## src/hdl/bte_pkg.sv

```systemverilog
// Shared types, codes and constants of the battery time estimator.
package bte_pkg;

    // Sequencer states.
    typedef enum logic [3:0] {
        S_IDLE,
        S_PREP,
        S_MUL,
        S_UPD,
        S_PICK,
        S_DIV,
        S_SCALE,
        S_FRAC,
        S_FIN,
        S_DONE
    } state_t;

    // Result status codes.
    typedef enum logic [2:0] {
        ST_NO_BATTERY   = 3'd0,
        ST_NO_TIME      = 3'd1,
        ST_DURATION     = 3'd2,
        ST_FULL         = 3'd3,
        ST_NOT_CHARGING = 3'd4
    } status_t;

    // Register indexes of the configuration port.
    localparam logic REG_ALPHA = 1'b0;

    localparam logic [15:0] ALPHA_RESET   = 16'd6554;
    localparam logic [11:0] SEC_PER_HOUR  = 12'd3600;
    localparam logic [15:0] HOURS_MAX     = 16'hFFFF;
    localparam logic [5:0]  MINUTES_SAT   = 6'd59;
    localparam logic [5:0]  MINUTES_MIN   = 6'd1;
    localparam logic [6:0]  PERCENT_MAX   = 7'd100;
    localparam int          ALPHA_BITS    = 16;
    localparam int          FRAC_STEPS    = 6;

    // Icon level (percent + 5) / 10, counted as thresholds passed.
    function automatic logic [3:0] icon_level(input logic [6:0] pct);
        logic [3:0] lvl;
        lvl = 4'd0;
        for (int i = 0; i < 10; i++) begin
            if (pct >= 7'(10 * i + 5)) begin
                lvl = lvl + 4'd1;
            end
        end
        return lvl;
    endfunction

endpackage

```

## src/hdl/battery_time_estimator_core.sv

```systemverilog
// Battery time estimator: smoothed rates and time-to-empty/full, digit-serial datapath.
//
// Use: one battery sample enters as a beat on the s_ channel (s_tvalid/s_tready/s_tdata)
// and exactly one result beat leaves on the m_ channel (m_tvalid/m_tready/m_tdata).
// The smoothing weight alpha_q16 sits at APB byte address 0, aliased at 1 to 3; the user
// must write it only while the block is idle, and the block itself does not enforce this.
// Reads return the register, addresses 4 to 7 read as zero. A sample with no battery
// (or a percent over 100) goes from the preparation step straight to the result hand-off.
// Any other sample passes the bit-serial alpha multiplier and one update when it smooths
// a nonzero average, then the path choice and, for a duration, the bit-serial restoring
// divider over a dividend of DW bits, where DW is max(32, 24 + RATE_FRAC_BITS), the
// scale step, the minute fraction and a final saturation step, then the hand-off. One
// sample is worked on at a time; the next is taken once the sequencer is back in idle,
// which it enters as its result enters the output register, so a new sample is taken
// while the previous result still waits in the output register.
// Reset (aresetn low, synchronous) clears both rate averages to zero, sets alpha to
// 6554 and empties the output register. When the receiver stalls, the result holds in
// the output register and the next finished result waits in the sequencer until the
// register is free.
module battery_time_estimator_core #(
    parameter int RATE_FRAC_BITS = 16
) (
    input  logic         aclk,
    input  logic         aresetn,
    // Input sample channel.
    input  logic         s_tvalid,
    output logic         s_tready,
    // From bit 0: no_battery(1), percent(7), on_ac(1), charging(1), discharging(1),
    // rate_mw(24), remaining_mwh(24), full_mwh(24), os_time_valid(1), os_time_s(32),
    // zero fill(4).
    input  logic [119:0] s_tdata,
    // Result channel.
    output logic         m_tvalid,
    input  logic         m_tready,
    // From bit 0: status(3), level(4), plug_icon(1), percent_out(7), hours(16),
    // minutes_part(6), zero fill(3).
    output logic [39:0]  m_tdata,
    // Configuration port.
    input  logic         psel,
    input  logic         penable,
    input  logic         pwrite,
    input  logic [2:0]   paddr,
    input  logic [31:0]  pwdata,
    output logic [31:0]  prdata,
    output logic         pready
);

    localparam int RW = 24 + RATE_FRAC_BITS;          // rate average width
    localparam int DW = (RW > 32) ? RW : 32;          // dividend width
    localparam int AW = RW + bte_pkg::ALPHA_BITS;     // product width
    localparam int PW = RW + bte_pkg::FRAC_STEPS;     // minute fraction width
    localparam int CW = $clog2(DW);                   // step counter width

    // Sequencer and configuration state.
    bte_pkg::state_t  state_reg, state_next;
    logic [15:0]      alpha_reg;
    logic [RW-1:0]    cavg_reg, cavg_next;
    logic [RW-1:0]    davg_reg, davg_next;

    // Captured sample.
    logic             it_nobat_reg;
    logic [6:0]       it_pct_reg;
    logic             it_ac_reg;
    logic             it_chg_reg;
    logic             it_dis_reg;
    logic [23:0]      it_rate_reg;
    logic [23:0]      it_rem_reg;
    logic [23:0]      it_full_reg;
    logic             it_osv_reg;
    logic [31:0]      it_os_reg;

    // Datapath registers.
    logic             sel_chg_reg, sel_chg_next;
    logic             dir_up_reg, dir_up_next;
    logic [RW-1:0]    d_reg, d_next;
    logic [AW-1:0]    acc_reg, acc_next;
    logic [15:0]      amul_reg, amul_next;
    logic [DW-1:0]    x_reg, x_next;
    logic [RW-1:0]    y_reg, y_next;
    logic [RW-1:0]    rem_reg, rem_next;
    logic [PW-1:0]    p_reg, p_next;
    logic [PW-1:0]    ysh_reg, ysh_next;
    logic [5:0]       frac_reg, frac_next;
    logic [CW-1:0]    cnt_reg, cnt_next;

    // Result fields and output register.
    bte_pkg::status_t res_status_reg, res_status_next;
    logic [3:0]       res_level_reg, res_level_next;
    logic             res_plug_reg, res_plug_next;
    logic [6:0]       res_pct_reg, res_pct_next;
    logic [15:0]      res_hours_reg, res_hours_next;
    logic [5:0]       res_min_reg, res_min_next;
    logic             m_valid_reg, m_valid_next;
    logic [39:0]      m_data_reg, m_data_next;

    // Helper terms.
    logic             accept;
    logic             neg;
    logic [23:0]      mag;
    logic [RW-1:0]    s_val;
    logic             upd_chg, upd_dis;
    logic [RW-1:0]    cur_avg;
    logic [AW-1:0]    rnd;
    logic [RW-1:0]    step;
    logic [RW:0]      rsh;
    logic [RW:0]      rdif;
    logic             q_ge;
    logic [PW-1:0]    pw_rem;
    logic             f_ge;
    logic [23:0]      missing;

    assign accept   = s_tvalid && s_tready;
    assign s_tready = (state_reg == bte_pkg::S_IDLE);
    assign m_tvalid = m_valid_reg;
    assign m_tdata  = m_data_reg;
    assign pready   = 1'b1;

    // Register read.
    assign prdata = (paddr[2] == bte_pkg::REG_ALPHA) ? {16'd0, alpha_reg} : 32'd0;

    // Sample magnitude scaled to the rate format, and which average it feeds.
    assign neg     = it_rate_reg[23];
    assign mag     = neg ? (24'd0 - it_rate_reg) : it_rate_reg;
    assign s_val   = {mag, {RATE_FRAC_BITS{1'b0}}};
    assign upd_chg = it_chg_reg && !neg && (it_rate_reg != 24'd0);
    assign upd_dis = !upd_chg && it_dis_reg && neg;
    assign cur_avg = upd_chg ? cavg_reg : davg_reg;

    // Rounded smoothing step.
    assign rnd  = acc_reg + AW'(32768);
    assign step = rnd[AW-1:bte_pkg::ALPHA_BITS];

    // One restoring division step.
    assign rsh  = {rem_reg, x_reg[DW-1]};
    assign q_ge = (rsh >= {1'b0, y_reg});
    assign rdif = rsh - {1'b0, y_reg};

    assign pw_rem  = PW'(rem_reg);
    assign f_ge    = (p_reg >= ysh_reg);
    assign missing = it_full_reg - it_rem_reg;

    // Configuration register.
    always_ff @(posedge aclk) begin
        if (!aresetn) begin
            alpha_reg <= bte_pkg::ALPHA_RESET;
        end else if (psel && penable && pwrite && pready && (paddr[2] == bte_pkg::REG_ALPHA)) begin
            alpha_reg <= pwdata[15:0];
        end
    end

    // Sample capture on an accepted beat.
    always_ff @(posedge aclk) begin
        if (accept) begin
            it_nobat_reg <= s_tdata[0];
            it_pct_reg   <= s_tdata[7:1];
            it_ac_reg    <= s_tdata[8];
            it_chg_reg   <= s_tdata[9];
            it_dis_reg   <= s_tdata[10];
            it_rate_reg  <= s_tdata[34:11];
            it_rem_reg   <= s_tdata[58:35];
            it_full_reg  <= s_tdata[82:59];
            it_osv_reg   <= s_tdata[83];
            it_os_reg    <= s_tdata[115:84];
        end
    end

    // Control state and rate averages.
    always_ff @(posedge aclk) begin
        if (!aresetn) begin
            state_reg   <= bte_pkg::S_IDLE;
            cavg_reg    <= '0;
            davg_reg    <= '0;
            m_valid_reg <= 1'b0;
        end else begin
            state_reg   <= state_next;
            cavg_reg    <= cavg_next;
            davg_reg    <= davg_next;
            m_valid_reg <= m_valid_next;
        end
    end

    // Datapath and result registers.
    always_ff @(posedge aclk) begin
        sel_chg_reg    <= sel_chg_next;
        dir_up_reg     <= dir_up_next;
        d_reg          <= d_next;
        acc_reg        <= acc_next;
        amul_reg       <= amul_next;
        x_reg          <= x_next;
        y_reg          <= y_next;
        rem_reg        <= rem_next;
        p_reg          <= p_next;
        ysh_reg        <= ysh_next;
        frac_reg       <= frac_next;
        cnt_reg        <= cnt_next;
        res_status_reg <= res_status_next;
        res_level_reg  <= res_level_next;
        res_plug_reg   <= res_plug_next;
        res_pct_reg    <= res_pct_next;
        res_hours_reg  <= res_hours_next;
        res_min_reg    <= res_min_next;
        m_data_reg     <= m_data_next;
    end

    // Sequencer: smoothing, path selection, division and result assembly.
    always_comb begin
        state_next      = state_reg;
        cavg_next       = cavg_reg;
        davg_next       = davg_reg;
        sel_chg_next    = sel_chg_reg;
        dir_up_next     = dir_up_reg;
        d_next          = d_reg;
        acc_next        = acc_reg;
        amul_next       = amul_reg;
        x_next          = x_reg;
        y_next          = y_reg;
        rem_next        = rem_reg;
        p_next          = p_reg;
        ysh_next        = ysh_reg;
        frac_next       = frac_reg;
        cnt_next        = cnt_reg;
        res_status_next = res_status_reg;
        res_level_next  = res_level_reg;
        res_plug_next   = res_plug_reg;
        res_pct_next    = res_pct_reg;
        res_hours_next  = res_hours_reg;
        res_min_next    = res_min_reg;
        m_data_next     = m_data_reg;
        m_valid_next    = m_valid_reg && !m_tready;

        unique case (state_reg)
            bte_pkg::S_IDLE: begin
                if (accept) begin
                    state_next = bte_pkg::S_PREP;
                end
            end

            // Reject invalid samples, otherwise load an empty average or start smoothing it.
            bte_pkg::S_PREP: begin
                sel_chg_next = upd_chg;
                if (it_nobat_reg || (it_pct_reg > bte_pkg::PERCENT_MAX)) begin
                    res_status_next = bte_pkg::ST_NO_BATTERY;
                    res_level_next  = 4'd0;
                    res_plug_next   = 1'b0;
                    res_pct_next    = 7'd0;
                    res_hours_next  = 16'd0;
                    res_min_next    = 6'd0;
                    state_next      = bte_pkg::S_DONE;
                end else if (upd_chg || upd_dis) begin
                    if (cur_avg == '0) begin
                        if (upd_chg) begin
                            cavg_next = s_val;
                        end else begin
                            davg_next = s_val;
                        end
                        state_next = bte_pkg::S_PICK;
                    end else begin
                        dir_up_next = (s_val >= cur_avg);
                        d_next      = (s_val >= cur_avg) ? (s_val - cur_avg) : (cur_avg - s_val);
                        acc_next    = '0;
                        amul_next   = alpha_reg;
                        cnt_next    = CW'(bte_pkg::ALPHA_BITS - 1);
                        state_next  = bte_pkg::S_MUL;
                    end
                end else begin
                    state_next = bte_pkg::S_PICK;
                end
            end

            // alpha * d, one alpha bit per cycle from the top.
            bte_pkg::S_MUL: begin
                acc_next  = {acc_reg[AW-2:0], 1'b0} + (amul_reg[15] ? AW'(d_reg) : '0);
                amul_next = {amul_reg[14:0], 1'b0};
                cnt_next  = cnt_reg - CW'(1);
                if (cnt_reg == '0) begin
                    state_next = bte_pkg::S_UPD;
                end
            end

            // Move the average toward the sample by the rounded step.
            bte_pkg::S_UPD: begin
                if (sel_chg_reg) begin
                    cavg_next = dir_up_reg ? (cavg_reg + step) : (cavg_reg - step);
                end else begin
                    davg_next = dir_up_reg ? (davg_reg + step) : (davg_reg - step);
                end
                state_next = bte_pkg::S_PICK;
            end

            // Choose the status and the operands of the duration.
            bte_pkg::S_PICK: begin
                res_level_next  = bte_pkg::icon_level(it_pct_reg);
                res_plug_next   = it_ac_reg;
                res_pct_next    = it_pct_reg;
                res_hours_next  = 16'd0;
                res_min_next    = 6'd0;
                res_status_next = bte_pkg::ST_NO_TIME;
                rem_next        = '0;
                cnt_next        = CW'(DW - 1);
                state_next      = bte_pkg::S_DONE;
                if (it_ac_reg) begin
                    if (it_chg_reg && (cavg_reg != '0) && (it_rem_reg < it_full_reg)) begin
                        res_status_next = bte_pkg::ST_DURATION;
                        x_next          = DW'({missing, {RATE_FRAC_BITS{1'b0}}});
                        y_next          = cavg_reg;
                        state_next      = bte_pkg::S_DIV;
                    end else if (!it_chg_reg) begin
                        res_status_next = (it_pct_reg >= bte_pkg::PERCENT_MAX) ?
                                          bte_pkg::ST_FULL : bte_pkg::ST_NOT_CHARGING;
                    end
                end else if (it_osv_reg) begin
                    res_status_next = bte_pkg::ST_DURATION;
                    x_next          = DW'(it_os_reg);
                    y_next          = RW'(bte_pkg::SEC_PER_HOUR);
                    state_next      = bte_pkg::S_DIV;
                end else if (davg_reg != '0) begin
                    res_status_next = bte_pkg::ST_DURATION;
                    x_next          = DW'({it_rem_reg, {RATE_FRAC_BITS{1'b0}}});
                    y_next          = davg_reg;
                    state_next      = bte_pkg::S_DIV;
                end
            end

            // Hours = x / y, one quotient bit per cycle.
            bte_pkg::S_DIV: begin
                rem_next = q_ge ? rdif[RW-1:0] : rsh[RW-1:0];
                x_next   = {x_reg[DW-2:0], q_ge};
                cnt_next = cnt_reg - CW'(1);
                if (cnt_reg == '0) begin
                    state_next = bte_pkg::S_SCALE;
                end
            end

            // Minutes beyond the hour = 60 * remainder / y.
            bte_pkg::S_SCALE: begin
                p_next     = (pw_rem << 6) - (pw_rem << 2);
                ysh_next   = PW'(y_reg) << (bte_pkg::FRAC_STEPS - 1);
                frac_next  = 6'd0;
                cnt_next   = CW'(bte_pkg::FRAC_STEPS - 1);
                state_next = bte_pkg::S_FRAC;
            end

            bte_pkg::S_FRAC: begin
                if (f_ge) begin
                    p_next = p_reg - ysh_reg;
                end
                frac_next = {frac_reg[4:0], f_ge};
                ysh_next  = ysh_reg >> 1;
                cnt_next  = cnt_reg - CW'(1);
                if (cnt_reg == '0) begin
                    state_next = bte_pkg::S_FIN;
                end
            end

            // Saturate the hours and keep at least one minute.
            bte_pkg::S_FIN: begin
                if (x_reg[DW-1:16] != '0) begin
                    res_hours_next = bte_pkg::HOURS_MAX;
                    res_min_next   = bte_pkg::MINUTES_SAT;
                end else begin
                    res_hours_next = x_reg[15:0];
                    res_min_next   = ((x_reg[15:0] == 16'd0) && (frac_reg == 6'd0)) ?
                                     bte_pkg::MINUTES_MIN : frac_reg;
                end
                state_next = bte_pkg::S_DONE;
            end

            // Hand the result to the output register once it is free.
            bte_pkg::S_DONE: begin
                if (!m_valid_reg || m_tready) begin
                    m_data_next  = {3'd0, res_min_reg, res_hours_reg, res_pct_reg,
                                    res_plug_reg, res_level_reg, 3'(res_status_reg)};
                    m_valid_next = 1'b1;
                    state_next   = bte_pkg::S_IDLE;
                end
            end

            default: begin
                state_next = bte_pkg::S_IDLE;
            end
        endcase
    end

    // An accepted sample always starts its preparation step.
    assert property (@(posedge aclk) disable iff (!aresetn)
        accept |=> state_reg == bte_pkg::S_PREP)
        else $error("accepted sample did not start processing");

    // The partial remainder stays below the divisor throughout the division.
    assert property (@(posedge aclk) disable iff (!aresetn)
        state_reg == bte_pkg::S_DIV |-> rem_reg < y_reg)
        else $error("division remainder out of range");

    // A duration is never shorter than one minute.
    assert property (@(posedge aclk) disable iff (!aresetn)
        (m_valid_reg && (m_data_reg[2:0] == 3'(bte_pkg::ST_DURATION)))
        |-> (m_data_reg[36:15] != 22'd0))
        else $error("duration result of zero minutes");

    // Results without a duration carry no time.
    assert property (@(posedge aclk) disable iff (!aresetn)
        (m_valid_reg && (m_data_reg[2:0] != 3'(bte_pkg::ST_DURATION)))
        |-> (m_data_reg[36:15] == 22'd0))
        else $error("time present on a result without a duration");

    // The minute field stays within an hour.
    assert property (@(posedge aclk) disable iff (!aresetn)
        m_valid_reg |-> m_data_reg[36:31] <= 6'd59)
        else $error("minutes beyond the hour out of range");

endmodule

```

## config.mk

```make
export PLATFORM = sky130hd
export DESIGN_NAME = battery_time_estimator_core
export DESIGN_NICKNAME = d
export VERILOG_FILES = /design/src/hdl/bte_pkg.sv /design/src/hdl/battery_time_estimator_core.sv
export SDC_FILE = /design/constraint.sdc
export NUM_CORES = 2
export LEC_CHECK = 0
export ABC_CLOCK_PERIOD_IN_PS = 16800
export BUFFER_PORTS_ARGS = -buffer_cell sky130_fd_sc_hd__buf_2
export CAP_MARGIN = 15
export CORE_ASPECT_RATIO = 2
export CORE_MARGIN = 2
export CORE_UTILIZATION = 40
export CTS_BUF_LIST = sky130_fd_sc_hd__clkbuf_8
export CTS_CLUSTER_SIZE = 28
export DETAILED_ROUTE_END_ITERATION = 16
export PLACE_DENSITY = 0.59
export SYNTH_ARGS = -nofsm -noshare
export SYNTH_HDL_FRONTEND = slang
export SYNTH_SLANG_ARGS = --single-unit
```

## constraint.sdc

```tcl
create_clock -name aclk -period 16.8 [get_ports aclk]
set_input_delay 0.84 -clock aclk [delete_from_list [all_inputs] [get_ports aclk]]
set_output_delay 0.84 -clock aclk [all_outputs]
set_load 0.05 [all_outputs]
```

Word-level counts from Yosys, hierarchy flattened
Cells that the tools add are included.
- bits in registers: 629
- input port bits: 162
- output and inout port bits: 75
- logic and storage cells: 253
- add/sub/neg operators: 23
- order comparisons: 16
- eq/ne operators: 27
- muxes and demuxes: 101
- bitwise operators: 3
- reductions and logical operators: 49
- operator list (operator ; number):
    $mux 40 ; 24
    $pmux 40 s2 ; 4
    $sub 40x40->40 ; 5
    $pmux 46 s2 ; 2
    $mux 56 ; 3
    $mux 4 ; 30
    $pmux 56 s2 ; 1
    $mux 16 ; 6
    $add 40x40->40 ; 2
    $reduce_bool 40->1 ; 2
    $add 56x16->56 const B ; 1
    $add 56x40->56 ; 1
    $pmux 16 s3 ; 1
    $reduce_bool 24->1 ; 2
    $ge 46x46->1 ; 1
    $mux 46 ; 1
    $sub 46x42->46 ; 1
    $sub 46x46->46 ; 1
    $ge 41x40->1 ; 1
    $ge 40x40->1 ; 1
    $logic_not 40->1 ; 1
    $pmux 4 s10 ; 1
    $add 4x1->4 const B ; 9
    $mux 6 ; 6
    47 further kinds ; 112

Depth between registers and ports, before layout
- depth after elaboration: 30
- mapped depth: 26
- gate-level depth less buffers: 24

Least setup slack after synthesis
Ideal clock, no wire load.
- kind: reg-to-reg
- start point: register it_rate_reg[10]
- end point: register acc_reg[0] (enable)
- setup time: 0.502 ns
- arrival time: 6.419 ns
- required time: 16.298 ns
- setup slack: 9.879 ns
- stages on the path, launching flop included: 15
- buffers on the path: 3
- clock period less this slack: 6.921 ns
- cells stage by stage: edfxtp_1 or4_1 or3_4 o311ai_4 clkbuf_1 clkbuf_1 buf_1 nand2_1 nand2_1 inv_1 ha_1 o21a_1 nand2_1 o22ai_1 nor2_1
- elaborated cells on any way between the ends: 11
- classes of those cells: 2 x eq/ne; 1 x mux; 8 x reduce/logical
- RTL lines (what ; RTL line ; text):
    from (decl) ; battery_time_estimator_core.sv:66 ; logic [23:0] it_rate_reg;
    from (signal assigned) ; battery_time_estimator_core.sv:159 ; it_rate_reg <= s_tdata[34:11];
    $reduce_bool 24->1 ; battery_time_estimator_core.sv:125 ; assign upd_chg = it_chg_reg && !neg && (it_rate_reg != 24'd0);
    $logic_and 1x1->1 ; battery_time_estimator_core.sv:125 ;
    $mux 40 ; battery_time_estimator_core.sv:127 ; assign cur_avg = upd_chg ? cavg_reg : davg_reg;
    named net cur_avg[0] ; battery_time_estimator_core.sv:102 ; logic [RW-1:0] cur_avg;
    $logic_not 40->1 ; battery_time_estimator_core.sv:250 ; if (cur_avg == '0) begin
    $ne 2x2->1 (no line) ; -- ;
    $reduce_and 4->1 (no line) ; -- ;
    to (signal assigned) ; battery_time_estimator_core.sv:187 ; acc_reg <= acc_next;
    to (decl) ; battery_time_estimator_core.sv:76 ; logic [AW-1:0] acc_reg, acc_next;
The timed path passes the listed nets, and every way through them passes these cells.
A chain may end at the register's enable or synchronous reset.

Worst setup path in the final report
- start point: register acc_reg[15]
- end point: register cavg_reg[39]
- word-level cells in the longest chain between the ends: 5
- elaborated cells on any way between the ends: 6
- classes of those cells: 3 x add/sub; 3 x mux
- RTL lines (what ; RTL line ; text):
    $add 56x16->56 * ; battery_time_estimator_core.sv:130 ; assign rnd = acc_reg + AW'(32768);
    $sub 40x40->40 or $add 40x40->40 (tied branches) ; battery_time_estimator_core.sv:283 ; cavg_next = dir_up_reg ? (cavg_reg + step) : (cavg_reg - step);
    $mux 40 * ; battery_time_estimator_core.sv:283 ;
    $mux 40 * ; battery_time_estimator_core.sv:282 ; if (sel_chg_reg) begin
    $pmux 40 s2 * ; battery_time_estimator_core.sv:231 ; unique case (state_reg)
    to (signal assigned) ; battery_time_estimator_core.sv:176 ; cavg_reg <= cavg_next;
    to (decl) ; battery_time_estimator_core.sv:57 ; logic [RW-1:0] cavg_reg, cavg_next;
Every way passes the cells marked *; elsewhere a longest branch is shown, timed or not. The select of a mux whose other input is x is not followed.

==> results.txt <==
After synthesis, the mean cell area works out to 8.783 um^2. The non-filler instance count after layout was 6931. Clock tree synthesis inserted a total of 102 buffers. The tree is rooted in a sky130_fd_sc_hd__clkbuf_8. In this run the most critical hold path is launched from s_tdata[82].

The finished cells cover 50560 um^2. Walking the worst path, the cells encountered are ha_1, or4b_2, o31ai_1, o2111ai_1, nor4_1, and2_1, and4b_1, and2_0, a211oi_1, a21oi_1, o21ai_0, xnor2_1, ha_1, nand3_1, nor2_1, nand2_1, o31ai_1, a311oi_1, o31ai_1, xnor2_1, or4_1, o31ai_1. Post-detailed-routing wire length: 148900 um. Of all nets on the critical path, the largest fanout is 8.

Startpoint kind of the worst setup timing path: a register. The mapped netlist covers 45720 um^2. Transition time of the tightest slew-check pin: 1.283 ns. The startpoint of the most critical register-to-register path is acc_reg[15]$_SDFFCE_PN0P_. Yosys mapped a number of flops with a built-in enable equal to 527. Via count of the first global-routing pass: 39347. The run gives 0.06776 ns as the clock tree skew after final layout.

In this run the power density over the cells is 164.4 nW/um^2. The largest incremental delay on the critical path was 0.98 ns. Worst-path cell with the longest stage delay: sky130_fd_sc_hd__o31ai_1. For the part of the total power dissipated in the clock network, the log shows 0.189. STA classifies the critical path endpoint as a register. On the final layout, the worst hold slack is 0.1772 ns. After layout, the worst setup slack is 9.087 ns.

The total of flip-flops plus latches after synthesis was 628. Setup slack on the worst reg-to-reg path comes out at 9.09 ns. For this block, the initial DRC count from the detailed router was 2338.

The run gives 0 as the max-slew violation count. The tightest min-delay check is of the input port to register type. In this run the remaining antenna-violating nets after routing total 0. The run finished with clean final reports. The logs give 0.84 ns for the clock latency of the later-clocked register in the worst-skew pair and 85 for the pin count of the biggest net entering global routing. The instance count along the most critical hold path was 1; the worst-case setup slack after placement was 9.280 ns. The dominant cell type by count on the critical path is sky130_fd_sc_hd__o31ai_1. The run gives 0 as the post-cts sizing count.

The H-tree was split into 3 levels. The run gives 0.1296 GHz as the fmax. The total number of yosys warnings was 0; the number of nets in the final layout was 5836. STA puts the critical path data required time at 17.52 ns. The post-DP HPWL came out at 115400 um. The number of hold buffers added after CTS was 0.

The start-to-end type of the worst setup path was register to register. The count of vias placed by the detailed router is 39148, and the number of setup violations in the final report is 0. The maximum count of clock buffers along a single path is 3, and the part of the power in registers is 0.298. The first global-routing pass estimated 224400 um of wire.

The count of buffers inserted at the top-level ports came out at 194. In the layout the commonest cells are sky130_fd_sc_hd__nand2_1, sky130_fd_sc_hd__edfxtp_1, sky130_fd_sc_hd__a21oi_1. The switching part of the total was 0.4520; the post-route minimum period was 7.713 ns. The largest voltage drop on the vdd net came out at 90.85 uV. Across the run, the number of max-cap violations was 0. The endpoint of the worst hold-timing path is it_full_reg[23]$_DFFE_PP_. The clock drives 628 sinks. Setup repair after global routing left no endpoint under its margin. STA puts the critical path data arrival time at 8.43 ns.

After detailed routing, the average wire length per cell comes to 21.48 um. The fraction of final layout cells sized beyond drive strength 1 is 0.08704, and the layout-stage area growth over the synthesis result is 10.58%. The worst reg2reg path depth works out to 22. TritonCTS built the clock tree. The switching component of the power was 3.756 mW; the final-layout setup total negative slack was 0 ns.

The internal power of the cells totals 4.553 mW. Clock-pin slew was measured on the worst setup and hold paths at 0.07 ns. The proportion of register bits with asynchronous set or reset after synthesis was 0. The sequential fraction of the synthesis area was 0.3903.

After detailed routing, the number of remaining DRC violations is 0. In this run the horizontal extent of the chip is 243.1 um. The overall die area is 117200 um^2. Using the TritonRoute via totals, the vias-per-cell ratio works out to 5.648.

237 I/O pins were placed. The logs give 0 for the final-report hold violation count and 0.2494 for the overall global routing resource usage. Summed over all cells, the static leakage comes to 20.62 nW.

The starting density of the core was 0.4023; the instance count of the mapped netlist was 5206. For the number of antenna violations at the first check in global routing, the log shows 4. The most common library cell in the layout ignoring fill and taps was sky130_fd_sc_hd__nand2_1.

The share of total power in combinational logic was 0.513. The worst relative slew slack came out at 0.1415. The register with the most flip-flops in the layout has 56 of them. The number of different library cells used by synthesis comes to 93.

Among all flip-flop cells after synthesis, the most frequent one is sky130_fd_sc_hd__edfxtp_1. From bottom edge to top edge, the die measures 482.1 um. The endpoint identified for the worst register-to-register timing path is cavg_reg[39]$_SDFFE_PN0P_. Including well taps, the total number of placed cells is 6732. The placement row count came out at 175.

The number of detailed-route iterations in the first pass was 5. The floorplan core area was 113600 um^2; the leftover overflow at the end of global routing was 0. The final cycle utilization of the critical path was 0.4591; the post-placement cell area was 48180 um^2.

At the end of routability-driven placement, the weighted congestion stood at 0.9764. In this run the post-CTS setup repair buffer count came out at 0.
-- synth_stat cells, drive strengths merged, types with 43 or more instances --
| cell type | number | share of area |
|---|---|---|
| nor3 | 126 | 0.014 |
| nor4 | 55 | 0.0078 |
| a21o | 176 | 0.029 |
| o21ai | 378 | 0.041 |
| xor2 | 135 | 0.026 |
| a211oi | 50 | 0.0085 |
| mux2i | 57 | 0.012 |
| clkbuf | 187 | 0.015 |
| and2 | 83 | 0.011 |
| nor2 | 429 | 0.035 |
| inv | 308 | 0.025 |
| a21oi | 468 | 0.051 |
| edfxtp | 527 | 0.35 |
| nand3 | 132 | 0.014 |
| dfxtp | 101 | 0.044 |
| nand2 | 608 | 0.050 |
| o21a | 52 | 0.0085 |
| xnor2 | 230 | 0.044 |
| ha | 333 | 0.091 |
| nor2b | 69 | 0.0094 |
| nand4 | 60 | 0.0082 |
| a31oi | 62 | 0.0085 |
| buf | 53 | 0.0063 |
| o31ai | 43 | 0.0071 |
| o21bai | 56 | 0.0092 |
| nand2b | 50 | 0.0068 |
-- final cells by class --
cell class | instances | area [um^2]
Fill cell | 11278 | 63080
Multi-Input combinational cell | 4047 | 25940
Sequential cell | 628 | 17850
Tap cell | 1504 | 1882
Clock buffer | 117 | 1610
Timing Repair Buffer | 246 | 1374
Inverter | 309 | 1164
Clock inverter | 76 | 728.2
Antenna cell | 4 | 10.01
-- power groups by stage --
stage | Combinational, mW | Clock (mW) | Sequential [mW]
after floorplan | 3.07 | 0 | 2.39
after global placement | 4.17 | 0 | 2.50
after detailed placement | 4.20 | 0 | 2.51
after CTS | 4.23 | 1.61 | 2.48
after global routing | 4.66 | 1.67 | 2.51
final | 4.26 | 1.57 | 2.48
-- cells by family after synthesis --
group,synth area share
AO/OA/AOI/OAI,0.1976
XOR/XNOR,0.07109
adder cells (fa/ha/maj),0.09441
buffers and inverters,0.04707
flip-flops,0.3903
multiplexers,0.01346
other,0.0001643
AND/OR/NAND/NOR,0.1859
-- per-stage QoR --
stage,util,power (mW)
3_3_place_gp,0.4240,6.666
4_1_cts,0.4446,8.315
3_5_place_dp,0.4240,6.702
5_1_grt,0.4449,8.837
6_report,0.4449,8.310
2_1_floorplan,-,5.455
-- worst max-delay path: cells and delay by family, from the launching register on --
family          cells  cell delay, ns
simple gates        9            3.21
compound gates      9            2.51
xor+xnor            2            0.67
flops               1            0.52
fa+ha+maj           2            0.70
-- metal layers --
metal	wire [um]	global-route usage	part of all wire
met3	5683	0.03277	0.038
met2	77640	0.4666	0.52
met1	50470	0.2346	0.34
met4	15060	0.2279	0.10
met5	13	0	0.000087
-- worst max-delay path by stage --
stage / startpoint / to / depth (start not counted)
final: acc_reg[15]$_SDFFCE_PN0P_ / cavg_reg[39]$_SDFFE_PN0P_ / 22
after global routing: acc_reg[15]$_SDFFCE_PN0P_ / cavg_reg[39]$_SDFFE_PN0P_ / 22
after CTS: acc_reg[15]$_SDFFCE_PN0P_ / cavg_reg[39]$_SDFFE_PN0P_ / 22
after detailed placement: acc_reg[15]$_SDFFCE_PN0P_ / cavg_reg[39]$_SDFFE_PN0P_ / 22
after global placement: acc_reg[15]$_SDFFCE_PN0P_ / cavg_reg[39]$_SDFFE_PN0P_ / 22
after floorplan: it_rate_reg[10]$_DFFE_PP_ / acc_reg[0]$_SDFFCE_PN0P_ / 14
No activity file was read; power rests on OpenSTA's default activity.
